**src/sv/visible_char_escape_encoder_assert.svh**
```systemverilog
// Assertion macros for the visible character escape encoder.
// Included by every RTL file that carries concurrent checks; no other dependencies.
`ifndef VISIBLE_CHAR_ESCAPE_ENCODER_ASSERT_SVH
`define VISIBLE_CHAR_ESCAPE_ENCODER_ASSERT_SVH
`ifndef SYNTHESIS
// Property that must hold at every clock edge outside reset
`define VCE_ASSERT_HOLDS(lbl, clk, rst_n, prop, msg) \
    lbl: assert property (@(posedge clk) disable iff (!rst_n) (prop)) else $error(msg);
// Consequent that must hold in the cycle after the antecedent
`define VCE_ASSERT_NEXT(lbl, clk, rst_n, ante, cons, msg) \
    lbl: assert property (@(posedge clk) disable iff (!rst_n) (ante) |=> (cons)) else $error(msg);
`else
`define VCE_ASSERT_HOLDS(lbl, clk, rst_n, prop, msg)
`define VCE_ASSERT_NEXT(lbl, clk, rst_n, ante, cons, msg)
`endif
`endif

```
**src/sv/vce_pkg.sv**
```systemverilog
// Shared types and constants of the visible character escape encoder.
// No dependencies; used by vce_cfg_if and every module of the block.
package vce_pkg;

    // Longest run of characters one request can produce
    localparam int MaxRun = 8;
    localparam int CountW = $clog2(MaxRun + 1);
    localparam int IdxW   = $clog2(MaxRun);
    localparam int ColW   = 11;
    localparam int WidthW = 10;
    localparam int RegIdxW = 2;

    // Register indexes of the configuration port
    localparam logic [RegIdxW-1:0] REG_LIST_MODE     = 2'd0;
    localparam logic [RegIdxW-1:0] REG_NUMBERED_MODE = 2'd1;
    localparam logic [RegIdxW-1:0] REG_WINDOW_WIDTH  = 2'd2;

    localparam logic [WidthW-1:0] WindowWidthReset = 10'd72;

    typedef logic [CountW-1:0] t_count;
    typedef logic [ColW-1:0]   t_col;

    typedef struct packed {
        logic              list_mode;
        logic              numbered_mode;
        logic [WidthW-1:0] window_width;
    } t_cfg;

    typedef struct packed {
        logic [MaxRun-1:0][7:0] chars;
        t_count                 count;
    } t_run;

endpackage

```
**src/sv/vce_in_if.sv**
```systemverilog
// Input request channel of the encoder: one text byte with its line flags.
// Depends on nothing.
interface vce_in_if;
    logic       valid;
    logic       ready;
    logic [7:0] data_byte;
    logic       byte_present;
    logic       end_of_line;

    modport source (output valid, data_byte, byte_present, end_of_line, input ready);
    modport sink   (input valid, data_byte, byte_present, end_of_line, output ready);
endinterface

```
**src/sv/vce_out_if.sv**
```systemverilog
// Output request channel of the encoder: one character per request.
// Depends on nothing.
interface vce_out_if;
    logic       valid;
    logic       ready;
    logic [7:0] out_char;
    logic       last_of_run;

    modport source (output valid, out_char, last_of_run, input ready);
    modport sink   (input valid, out_char, last_of_run, output ready);
endinterface

```
**src/sv/vce_cfg_if.sv**
```systemverilog
// Configuration write channel: register index and write data.
// Depends on vce_pkg for the index width.
interface vce_cfg_if;
    logic                        valid;
    logic                        ready;
    logic [vce_pkg::RegIdxW-1:0] index;
    logic [vce_pkg::WidthW-1:0]  wdata;

    modport source (output valid, index, wdata, input ready);
    modport sink   (input valid, index, wdata, output ready);
endinterface

```
**src/sv/vce_cfg_regs.sv**
```systemverilog
// Configuration register file of the encoder (list mode, numbered mode, window width).
// Depends on vce_pkg and vce_cfg_if.
module vce_cfg_regs (
    input  logic           i_clk,
    input  logic           i_rst_n,
    vce_cfg_if.sink        i_cfg,
    output vce_pkg::t_cfg  o_cfg
);

    vce_pkg::t_cfg r_cfg;

    // Always take writes; indexes beyond the list are dropped
    assign i_cfg.ready = 1'b1;

    always_ff @(posedge i_clk) begin
        if (!i_rst_n) begin
            r_cfg.list_mode     <= 1'b0;
            r_cfg.numbered_mode <= 1'b0;
            r_cfg.window_width  <= vce_pkg::WindowWidthReset;
        end else if (i_cfg.valid) begin
            unique case (i_cfg.index)
                vce_pkg::REG_LIST_MODE:     r_cfg.list_mode     <= i_cfg.wdata[0];
                vce_pkg::REG_NUMBERED_MODE: r_cfg.numbered_mode <= i_cfg.wdata[0];
                vce_pkg::REG_WINDOW_WIDTH:  r_cfg.window_width  <= i_cfg.wdata;
                default: ;
            endcase
        end
    end

    assign o_cfg = r_cfg;

endmodule

```
**src/sv/vce_encoder.sv**
```systemverilog
// Input register, column tracking and escape expansion of one byte into a run
// of up to eight characters. Depends on vce_pkg, vce_in_if and the assertion header.
`include "visible_char_escape_encoder_assert.svh"
module vce_encoder (
    input  logic           i_clk,
    input  logic           i_rst_n,
    vce_in_if.sink         i_req,
    input  vce_pkg::t_cfg  i_cfg,
    output logic           o_run_valid,
    input  logic           i_run_ready,
    output vce_pkg::t_run  o_run
);

    localparam logic [7:0] ChBslash = 8'h5C;
    localparam logic [7:0] ChNl     = 8'h0A;
    localparam logic [7:0] ChDollar = 8'h24;
    localparam logic [7:0] ChSpace  = 8'h20;
    localparam logic [7:0] ChTilde  = 8'h7E;
    localparam vce_pkg::t_col NumberedStart = vce_pkg::t_col'(8);

    // Saturating column add
    function automatic vce_pkg::t_col col_sat_add(input vce_pkg::t_col c,
                                                  input logic [1:0] inc);
        logic [vce_pkg::ColW:0] sum;
        sum = {1'b0, c} + {{(vce_pkg::ColW-1){1'b0}}, inc};
        return sum[vce_pkg::ColW] ? '1 : sum[vce_pkg::ColW-1:0];
    endfunction

    // Letter escape: {found, letter}
    function automatic logic [8:0] esc_letter(input logic [7:0] ch);
        logic [8:0] res;
        case (ch)
            8'd7:    res = {1'b1, 8'h61};
            8'd8:    res = {1'b1, 8'h62};
            8'd12:   res = {1'b1, 8'h66};
            8'd10:   res = {1'b1, 8'h6E};
            8'd13:   res = {1'b1, 8'h72};
            8'd9:    res = {1'b1, 8'h74};
            8'd11:   res = {1'b1, 8'h76};
            8'd92:   res = {1'b1, ChBslash};
            default: res = '0;
        endcase
        return res;
    endfunction

    logic          r_in_valid;
    logic [7:0]    r_data_byte;
    logic          r_byte_present;
    logic          r_end_of_line;
    vce_pkg::t_col r_column;
    logic          r_line_start;

    vce_pkg::t_col  n_column;
    vce_pkg::t_col  col_start;
    vce_pkg::t_col  col_step;
    vce_pkg::t_col  col_body;
    logic           wrap;
    logic           printable;
    logic [8:0]     esc;
    logic           empty_item;
    logic           advance;
    vce_pkg::t_count cnt;
    logic [vce_pkg::MaxRun-1:0][7:0] chars;

    // Items with neither byte nor line end are dropped without a run
    assign empty_item  = !r_byte_present && !r_end_of_line;
    assign advance     = r_in_valid && (empty_item || i_run_ready);
    assign o_run_valid = r_in_valid && !empty_item;
    assign i_req.ready = !r_in_valid || advance;

    // Capture the next request
    always_ff @(posedge i_clk) begin
        if (!i_rst_n) begin
            r_in_valid <= 1'b0;
        end else if (i_req.valid && i_req.ready) begin
            r_in_valid <= 1'b1;
        end else if (advance) begin
            r_in_valid <= 1'b0;
        end
    end

    always_ff @(posedge i_clk) begin
        if (i_req.valid && i_req.ready) begin
            r_data_byte    <= i_req.data_byte;
            r_byte_present <= i_req.byte_present;
            r_end_of_line  <= i_req.end_of_line;
        end
    end

    // Advance the line state when a run is handed on
    always_ff @(posedge i_clk) begin
        if (!i_rst_n) begin
            r_column     <= '0;
            r_line_start <= 1'b1;
        end else if (advance && !empty_item) begin
            r_column     <= n_column;
            r_line_start <= r_end_of_line;
        end
    end

    // Expand the byte into its run of characters
    always_comb begin
        col_start = r_line_start ? (i_cfg.numbered_mode ? NumberedStart : '0) : r_column;
        col_step  = col_sat_add(col_start, 2'd1);
        wrap      = col_step > {1'b0, i_cfg.window_width};
        col_body  = wrap ? vce_pkg::t_col'(1) : col_step;
        printable = (r_data_byte >= ChSpace) && (r_data_byte <= ChTilde)
                    && (r_data_byte != ChBslash);
        esc       = esc_letter(r_data_byte);
        n_column  = col_start;
        chars     = '0;
        cnt       = '0;

        if (r_byte_present) begin
            if (!i_cfg.list_mode) begin
                chars[cnt[vce_pkg::IdxW-1:0]] = r_data_byte;
                cnt = cnt + vce_pkg::t_count'(1);
            end else begin
                if (wrap) begin
                    chars[cnt[vce_pkg::IdxW-1:0]] = ChBslash;
                    cnt = cnt + vce_pkg::t_count'(1);
                    chars[cnt[vce_pkg::IdxW-1:0]] = ChNl;
                    cnt = cnt + vce_pkg::t_count'(1);
                end
                if (printable) begin
                    chars[cnt[vce_pkg::IdxW-1:0]] = r_data_byte;
                    cnt = cnt + vce_pkg::t_count'(1);
                    n_column = col_body;
                end else begin
                    chars[cnt[vce_pkg::IdxW-1:0]] = ChBslash;
                    cnt = cnt + vce_pkg::t_count'(1);
                    if (esc[8]) begin
                        chars[cnt[vce_pkg::IdxW-1:0]] = esc[7:0];
                        cnt = cnt + vce_pkg::t_count'(1);
                        n_column = col_sat_add(col_body, 2'd1);
                    end else begin
                        chars[cnt[vce_pkg::IdxW-1:0]] = {6'b001100, r_data_byte[7:6]};
                        cnt = cnt + vce_pkg::t_count'(1);
                        chars[cnt[vce_pkg::IdxW-1:0]] = {5'b00110, r_data_byte[5:3]};
                        cnt = cnt + vce_pkg::t_count'(1);
                        chars[cnt[vce_pkg::IdxW-1:0]] = {5'b00110, r_data_byte[2:0]};
                        cnt = cnt + vce_pkg::t_count'(1);
                        n_column = col_sat_add(col_body, 2'd3);
                    end
                end
            end
        end

        // Close the line
        if (r_end_of_line) begin
            if (i_cfg.list_mode) begin
                chars[cnt[vce_pkg::IdxW-1:0]] = ChDollar;
                cnt = cnt + vce_pkg::t_count'(1);
            end
            chars[cnt[vce_pkg::IdxW-1:0]] = ChNl;
            cnt = cnt + vce_pkg::t_count'(1);
        end

        o_run.chars = chars;
        o_run.count = cnt;
    end

    `VCE_ASSERT_HOLDS(a_enc_run_size, i_clk, i_rst_n, o_run_valid |-> ((o_run.count != 0) && (o_run.count <= vce_pkg::t_count'(vce_pkg::MaxRun))), "run length out of range")
    `VCE_ASSERT_NEXT(a_enc_hold, i_clk, i_rst_n, r_in_valid && !advance, r_in_valid, "held request lost")
    `VCE_ASSERT_NEXT(a_enc_eol, i_clk, i_rst_n, advance && r_end_of_line, r_line_start, "line start not set after line end")

endmodule

```
**src/sv/vce_emitter.sv**
```systemverilog
// Output serialiser: holds one run and hands out its characters one per cycle while the output is ready.
// Depends on vce_pkg, vce_out_if and the assertion header.
`include "visible_char_escape_encoder_assert.svh"
module vce_emitter (
    input  logic           i_clk,
    input  logic           i_rst_n,
    input  logic           i_run_valid,
    output logic           o_run_ready,
    input  vce_pkg::t_run  i_run,
    vce_out_if.source      o_res
);

    logic [vce_pkg::MaxRun-1:0][7:0] r_chars;
    vce_pkg::t_count                 r_left;

    logic take;
    logic last;
    logic load;

    assign last        = (r_left == vce_pkg::t_count'(1));
    assign take        = o_res.valid && o_res.ready;
    assign o_run_ready = (r_left == '0) || (last && o_res.ready);
    assign load        = i_run_valid && o_run_ready;

    assign o_res.valid       = (r_left != '0);
    assign o_res.out_char    = r_chars[0];
    assign o_res.last_of_run = last;

    // Load a fresh run or advance through the held one
    always_ff @(posedge i_clk) begin
        if (!i_rst_n) begin
            r_left <= '0;
        end else if (load) begin
            r_left <= i_run.count;
        end else if (take) begin
            r_left <= r_left - vce_pkg::t_count'(1);
        end
    end

    always_ff @(posedge i_clk) begin
        if (load) begin
            r_chars <= i_run.chars;
        end else if (take) begin
            r_chars[vce_pkg::MaxRun-2:0] <= r_chars[vce_pkg::MaxRun-1:1];
            r_chars[vce_pkg::MaxRun-1]   <= '0;
        end
    end

    `VCE_ASSERT_NEXT(a_emit_load, i_clk, i_rst_n, load, r_left == $past(i_run.count), "run length not loaded")
    `VCE_ASSERT_NEXT(a_emit_drain, i_clk, i_rst_n, take && !last, o_res.valid, "run cut short")
    `VCE_ASSERT_NEXT(a_emit_idle, i_clk, i_rst_n, take && last && !i_run_valid, r_left == '0, "character invented after run")

endmodule

```
**src/sv/visible_char_escape_encoder.sv**
```systemverilog
// Top level of the visible character escape encoder.
// Depends on vce_pkg, the channel interfaces, vce_cfg_regs, vce_encoder and vce_emitter.
//
// Takes one text byte per request and writes its visible form, one character per output
// request. A new input request is taken every cycle while the output keeps pace; each
// character of an item's run (1 to 8: a wrap, an octal escape and a line end together make
// eight) needs its own output request, so the sustained rate is set by the output
// serialiser. The first character is offered once the request has passed the input
// register and its run has been loaded into the emitter's run register.
// Requests with neither a byte nor a line end yield nothing. Configuration writes are
// taken at once and must only be issued while no request is in flight.
module visible_char_escape_encoder (
    input  logic      i_clk,
    input  logic      i_rst_n,
    vce_in_if.sink    i_req,
    vce_cfg_if.sink   i_cfg,
    vce_out_if.source o_res
);

    vce_pkg::t_cfg cfg;
    vce_pkg::t_run run;
    logic          run_valid;
    logic          run_ready;

    vce_cfg_regs u_cfg_regs (
        .i_clk   (i_clk),
        .i_rst_n (i_rst_n),
        .i_cfg   (i_cfg),
        .o_cfg   (cfg)
    );

    vce_encoder u_encoder (
        .i_clk       (i_clk),
        .i_rst_n     (i_rst_n),
        .i_req       (i_req),
        .i_cfg       (cfg),
        .o_run_valid (run_valid),
        .i_run_ready (run_ready),
        .o_run       (run)
    );

    vce_emitter u_emitter (
        .i_clk       (i_clk),
        .i_rst_n     (i_rst_n),
        .i_run_valid (run_valid),
        .o_run_ready (run_ready),
        .i_run       (run),
        .o_res       (o_res)
    );

endmodule
```
**src/flat_wrapper.sv**
```systemverilog
// flat-port wrapper written by rule: the top's interface ports become plain ports
module visible_char_escape_encoder_flat 
  (i_clk, i_rst_n, i_req_valid, i_req_data_byte, i_req_byte_present, i_req_end_of_line, i_req_ready, i_cfg_valid, i_cfg_index, i_cfg_wdata, i_cfg_ready, o_res_valid, o_res_out_char, o_res_last_of_run, o_res_ready);
  vce_in_if i_req_i ();
  vce_cfg_if i_cfg_i ();
  vce_out_if o_res_i ();
  input  logic i_clk;
  input  logic i_rst_n;
  input wire logic [$bits(i_req_i.valid)-1:0] i_req_valid;
  input wire logic [$bits(i_req_i.data_byte)-1:0] i_req_data_byte;
  input wire logic [$bits(i_req_i.byte_present)-1:0] i_req_byte_present;
  input wire logic [$bits(i_req_i.end_of_line)-1:0] i_req_end_of_line;
  output wire logic [$bits(i_req_i.ready)-1:0] i_req_ready;
  input wire logic [$bits(i_cfg_i.valid)-1:0] i_cfg_valid;
  input wire logic [$bits(i_cfg_i.index)-1:0] i_cfg_index;
  input wire logic [$bits(i_cfg_i.wdata)-1:0] i_cfg_wdata;
  output wire logic [$bits(i_cfg_i.ready)-1:0] i_cfg_ready;
  output wire logic [$bits(o_res_i.valid)-1:0] o_res_valid;
  output wire logic [$bits(o_res_i.out_char)-1:0] o_res_out_char;
  output wire logic [$bits(o_res_i.last_of_run)-1:0] o_res_last_of_run;
  input wire logic [$bits(o_res_i.ready)-1:0] o_res_ready;
  assign i_req_i.valid = i_req_valid;
  assign i_req_i.data_byte = i_req_data_byte;
  assign i_req_i.byte_present = i_req_byte_present;
  assign i_req_i.end_of_line = i_req_end_of_line;
  assign i_req_ready = i_req_i.ready;
  assign i_cfg_i.valid = i_cfg_valid;
  assign i_cfg_i.index = i_cfg_index;
  assign i_cfg_i.wdata = i_cfg_wdata;
  assign i_cfg_ready = i_cfg_i.ready;
  assign o_res_valid = o_res_i.valid;
  assign o_res_out_char = o_res_i.out_char;
  assign o_res_last_of_run = o_res_i.last_of_run;
  assign o_res_i.ready = o_res_ready;
  visible_char_escape_encoder u_core (.i_clk(i_clk), .i_rst_n(i_rst_n), .i_req(i_req_i), .i_cfg(i_cfg_i), .o_res(o_res_i));
endmodule
```
**config.mk**
```make
export PLATFORM = sky130hd
export DESIGN_NAME = visible_char_escape_encoder_flat
export DESIGN_NICKNAME = d
export VERILOG_FILES = /design/src/sv/vce_pkg.sv /design/src/sv/vce_in_if.sv /design/src/sv/vce_out_if.sv /design/src/sv/vce_cfg_if.sv /design/src/sv/vce_cfg_regs.sv /design/src/sv/vce_encoder.sv /design/src/sv/vce_emitter.sv /design/src/sv/visible_char_escape_encoder.sv /design/src/flat_wrapper.sv
export VERILOG_INCLUDE_DIRS = /design/src /design/src/sv
export SDC_FILE = /design/constraint.sdc
export NUM_CORES = 1
export LEC_CHECK = 0
export BUFFER_PORTS_ARGS = -buffer_cell sky130_fd_sc_hd__buf_2
export CAP_MARGIN = 10
export CORE_MARGIN = 8
export CORE_UTILIZATION = 65
export DETAILED_ROUTE_END_ITERATION = 10
export GPL_ROUTABILITY_DRIVEN = 0
export PLACE_DENSITY = 0.85
export SLEW_MARGIN = 20
export SYNTH_ARGS = -nofsm -noshare
export SYNTH_HDL_FRONTEND = slang
export SYNTH_SLANG_ARGS = --single-unit
```
**constraint.sdc**
```tcl
create_clock -name i_clk -period 9.5 [get_ports i_clk]
set_input_delay 0.475 -clock i_clk [delete_from_list [all_inputs] [get_ports i_clk]]
set_output_delay 0.475 -clock i_clk [all_outputs]
set_load 0.01 [all_outputs]
```
==> results.toml <==
[setup_path]
critPathLaunchType = "register"
cp_max_stage_cell = "sky130_fd_sc_hd__or3_1"
critical_path_fanout_max = 24
worst_ep_required_time_ps = 9760
slowest_stage_delay_cp_ps = 520
r2r_setup_slack_ps = 3290
cpMostUsedCell = "sky130_fd_sc_hd__ha_1"
critPathKind = "register to register"
worst-endpoint-arrival_ps = 6470
critPathCaptureType = "register"

[power_and_ir_drop]
internal_power_w = 0.000812
design_power_total_w = 0.00124
switching_power_share_of_the_total = 0.348
leakage_nw = 2.16
p_clk_frac = 0.187
comb_power_share = 0.304
power_density_mw_per_mm2 = 215
power.net_switching_w = 0.000433
seqPwrFrac = 0.509
worst_ir_drop_vdd_v = 0.000385

[clocking]
clock_pin_transition_on_the_worst_setup_and_hold_timing_paths_ps = 90
post_cts.repair.setup_buffers = 0
tritoncts_clock_tree = "yes"
clock_root_buffer_master = "sky130_fd_sc_hd__clkbuf_8"
clock_sink_count = 86
tritoncts_buffer_count = 9
clock_latency_ps = 360
clk_path_buf_depth = 2
htree_levels = 3
postCtsResizedCells = 0
post_cts_hold_buffer_count = 0

[global_route]
grt_start_max_net_pins = 56
antenna_found_initial = 0
grt_usage = 0.235
gr-total-overflow = 0
grt_pass1_vias = 4568
grt_pass1_wl_mm = 22.1

[cells_and_area]
layout_commonest_cell = "sky130_fd_sc_hd__nand2_1"
sequential_cell_area_mm2 = 0.00229
area.growth.synth_to_final_pct = 4.78
n_fill_cell = 616
final_cell_mix = "71 x sky130_fd_sc_hd__nand2_1, 57 x sky130_fd_sc_hd__edfxtp_1, 52 x sky130_fd_sc_hd__nor2_1"
share_of_cells_above_drive_strength_1 = 0.134
nNetsFinal = 658
antenna_cells = 0
multi_input_gate_area_in_the_final_layout_mm2 = 0.00285

[sta]
tightestPinTransition_ps = 878
post-route-period-util = 0.654
setup-tns-final_ps = 0
clock.fmax_ghz = 0.161
period_minus_slack_ps = 6210
finalSetupViolCount = 0
rsz0062_at_grt = "false"
timing.final.max_slew_violations = 0
fin_ws_ps = 3290
clock-skew-final_ps = 7.31
worst_slew_margin_rel = 0.409
report.final.hold_viol_count = 0

[detailed_routing]
vias = 4853
wl_per_cell_um = 19.2
drc = 0
avgViaCountPerCell = 6.77
drt-total-wl_mm = 13.8
final_antenna_net_count = 0
detail_route.first_pass.iterations = 8
drtIter0Drc = 643

[logic_synthesis]
ys_warn_count = 0
ff_latch_count_synth = 86
synth_cell_type_count = 77
syn_area_mm2 = 0.00552
syn-instance-count = 596
synth_enable_flop_cells = 57
synth.avg_cell_area_um2 = 9.27
async_reset_ff_frac = 0
synth-main-ff-cell = "sky130_fd_sc_hd__edfxtp_1"
synth.yosys.seq_area_share = 0.415

[floorplanning]
core_area_mm2 = 0.00822
num_io_pins = 39
initial_cell_density_of_the_core = 0.672
die-height_um = 108
placementRows = 33
area_enclosed_by_the_die_boundary_mm2 = 0.0117
dieWidth_um = 108

[placement]
preCtsSetupSlack_ps = 3430
hpwlAfterDp_mm = 9.66
port_buffers = 37

[min_path]
worst_hold_path_type = "input port to register"

[run_status]
status = "finished, final reports clean"

[job]
max_cap_violations = 0
[cells by family after synthesis]
logic type	synth area share
muxes	0.0331
and+or+nand+nor	0.210
adders and majority gates	0.0539
buffers and inverters	0.0705
xor gates and xnor gates	0.0254
DFF	0.415
other	0.00136
AOI/OAI and AO/OA	0.190
[cells in the mapped netlist (all sizes together), types with 3 or more instances]
master  count  area [µm²]
xor2        6        52.6
a211o       5        43.8
dfxtp      29         581
nor2b      11        68.8
xnor2      10        87.6
nand3b      4        30.0
o21ai      36         184
edfxtp     57        1710
and3        5        31.3
a31oi      10        62.6
nor3b       3        22.5
a32o        9        90.1
clkbuf     15        56.3
a31o        3        26.3
nand4      11        68.8
ha         23         288
o31ai       7        52.6
nor2       52         195
nand3      22         120
o211ai     10        75.1
mux2i      16         160
nor3       20         105
a211oi      5        50.1
nand2      71         267
a21oi      24         120
or3         4        26.3
or2         5        31.3
nor4        6        52.6
inv        30         120
buf        27         213
a21o        4        30.0
a22o        3        26.3
and2        7        43.8
nand2b      3        21.3
[path summary, 6_finish.rpt]
kind                            startpoint                         endpoint  cells after the start
min reg2reg     u_core.u_cfg_regs.o_cfg[8]       u_core.u_cfg_regs.o_cfg[8]                      2
max          u_core.u_encoder.r_line_start       u_core.u_emitter.r_left[3]                     25
max reg2reg  u_core.u_encoder.r_line_start       u_core.u_emitter.r_left[3]                     25
min                     i_req_data_byte[5]  u_core.u_encoder.r_data_byte[5]                      1
[cell type report]
| class | instances | area share |
|---|---|---|
| flip-flops and latches | 86 | 0.396 |
| clock inverters | 6 | 0.00800 |
| clock buffers | 9 | 0.0214 |
| inverters | 30 | 0.0208 |
| multi-input cells | 439 | 0.493 |
| well taps | 105 | 0.0227 |
| repair buffers | 42 | 0.0385 |
[critical path: cells and delay by family (launching register included)]
| kind | cells | cell delay (ps) |
|---|---|---|
| simple gates | 9 | 1860 |
| compound gates | 8 | 1820 |
| fa+ha+maj | 5 | 1320 |
| buf+inv | 3 | 660 |
| flops | 1 | 450 |
[flip-flops by register name, indices dropped and copies added (netlist names)]
signal / cells
u_core.u_encoder.r_byte_present: 1
u_core.u_emitter.o_res.out_char: 8
u_core.u_encoder.r_line_start: 1
u_core.u_encoder.r_end_of_line: 1
u_core.u_emitter.r_left: 4
u_core.u_cfg_regs.o_cfg: 12
u_core.u_emitter.r_chars: 39
u_core.u_encoder.r_data_byte: 8
u_core.u_encoder.r_in_valid: 1
u_core.u_encoder.r_column: 11
[per-stage QoR]
stage	area (µm²)	hold slack, ps	cells	util
6_report	5790	288	717	0.704
5_1_grt	5790	274	717	0.704
4_1_cts	5790	278	717	0.704
3_5_place_dp	5620	498	702	0.684
3_3_place_gp	5620	479	702	0.684
2_1_floorplan	5530	463	597	-
[routing by layer]
layer | up-vias | global-route usage | wire (µm)
li1 | 2209 | - | -
met1 | 2237 | 0.312 | 5680
met2 | 342 | 0.353 | 6050
met3 | 65 | 0.0470 | 1530
met4 | 0 | 0.130 | 536
met5 | - | 0 | 0
[power by group through the flow]
stage,Sequential (W),Clock (W),Combinational (W)
floorplan,0.000612,0,0.000311
global placement,0.000636,0,0.000359
detailed placement,0.000640,0,0.000374
CTS,0.000632,0.000235,0.000376
global route,0.000645,0.000247,0.000416
finish,0.000634,0.000232,0.000378
Power figures use the tool's default switching activity.
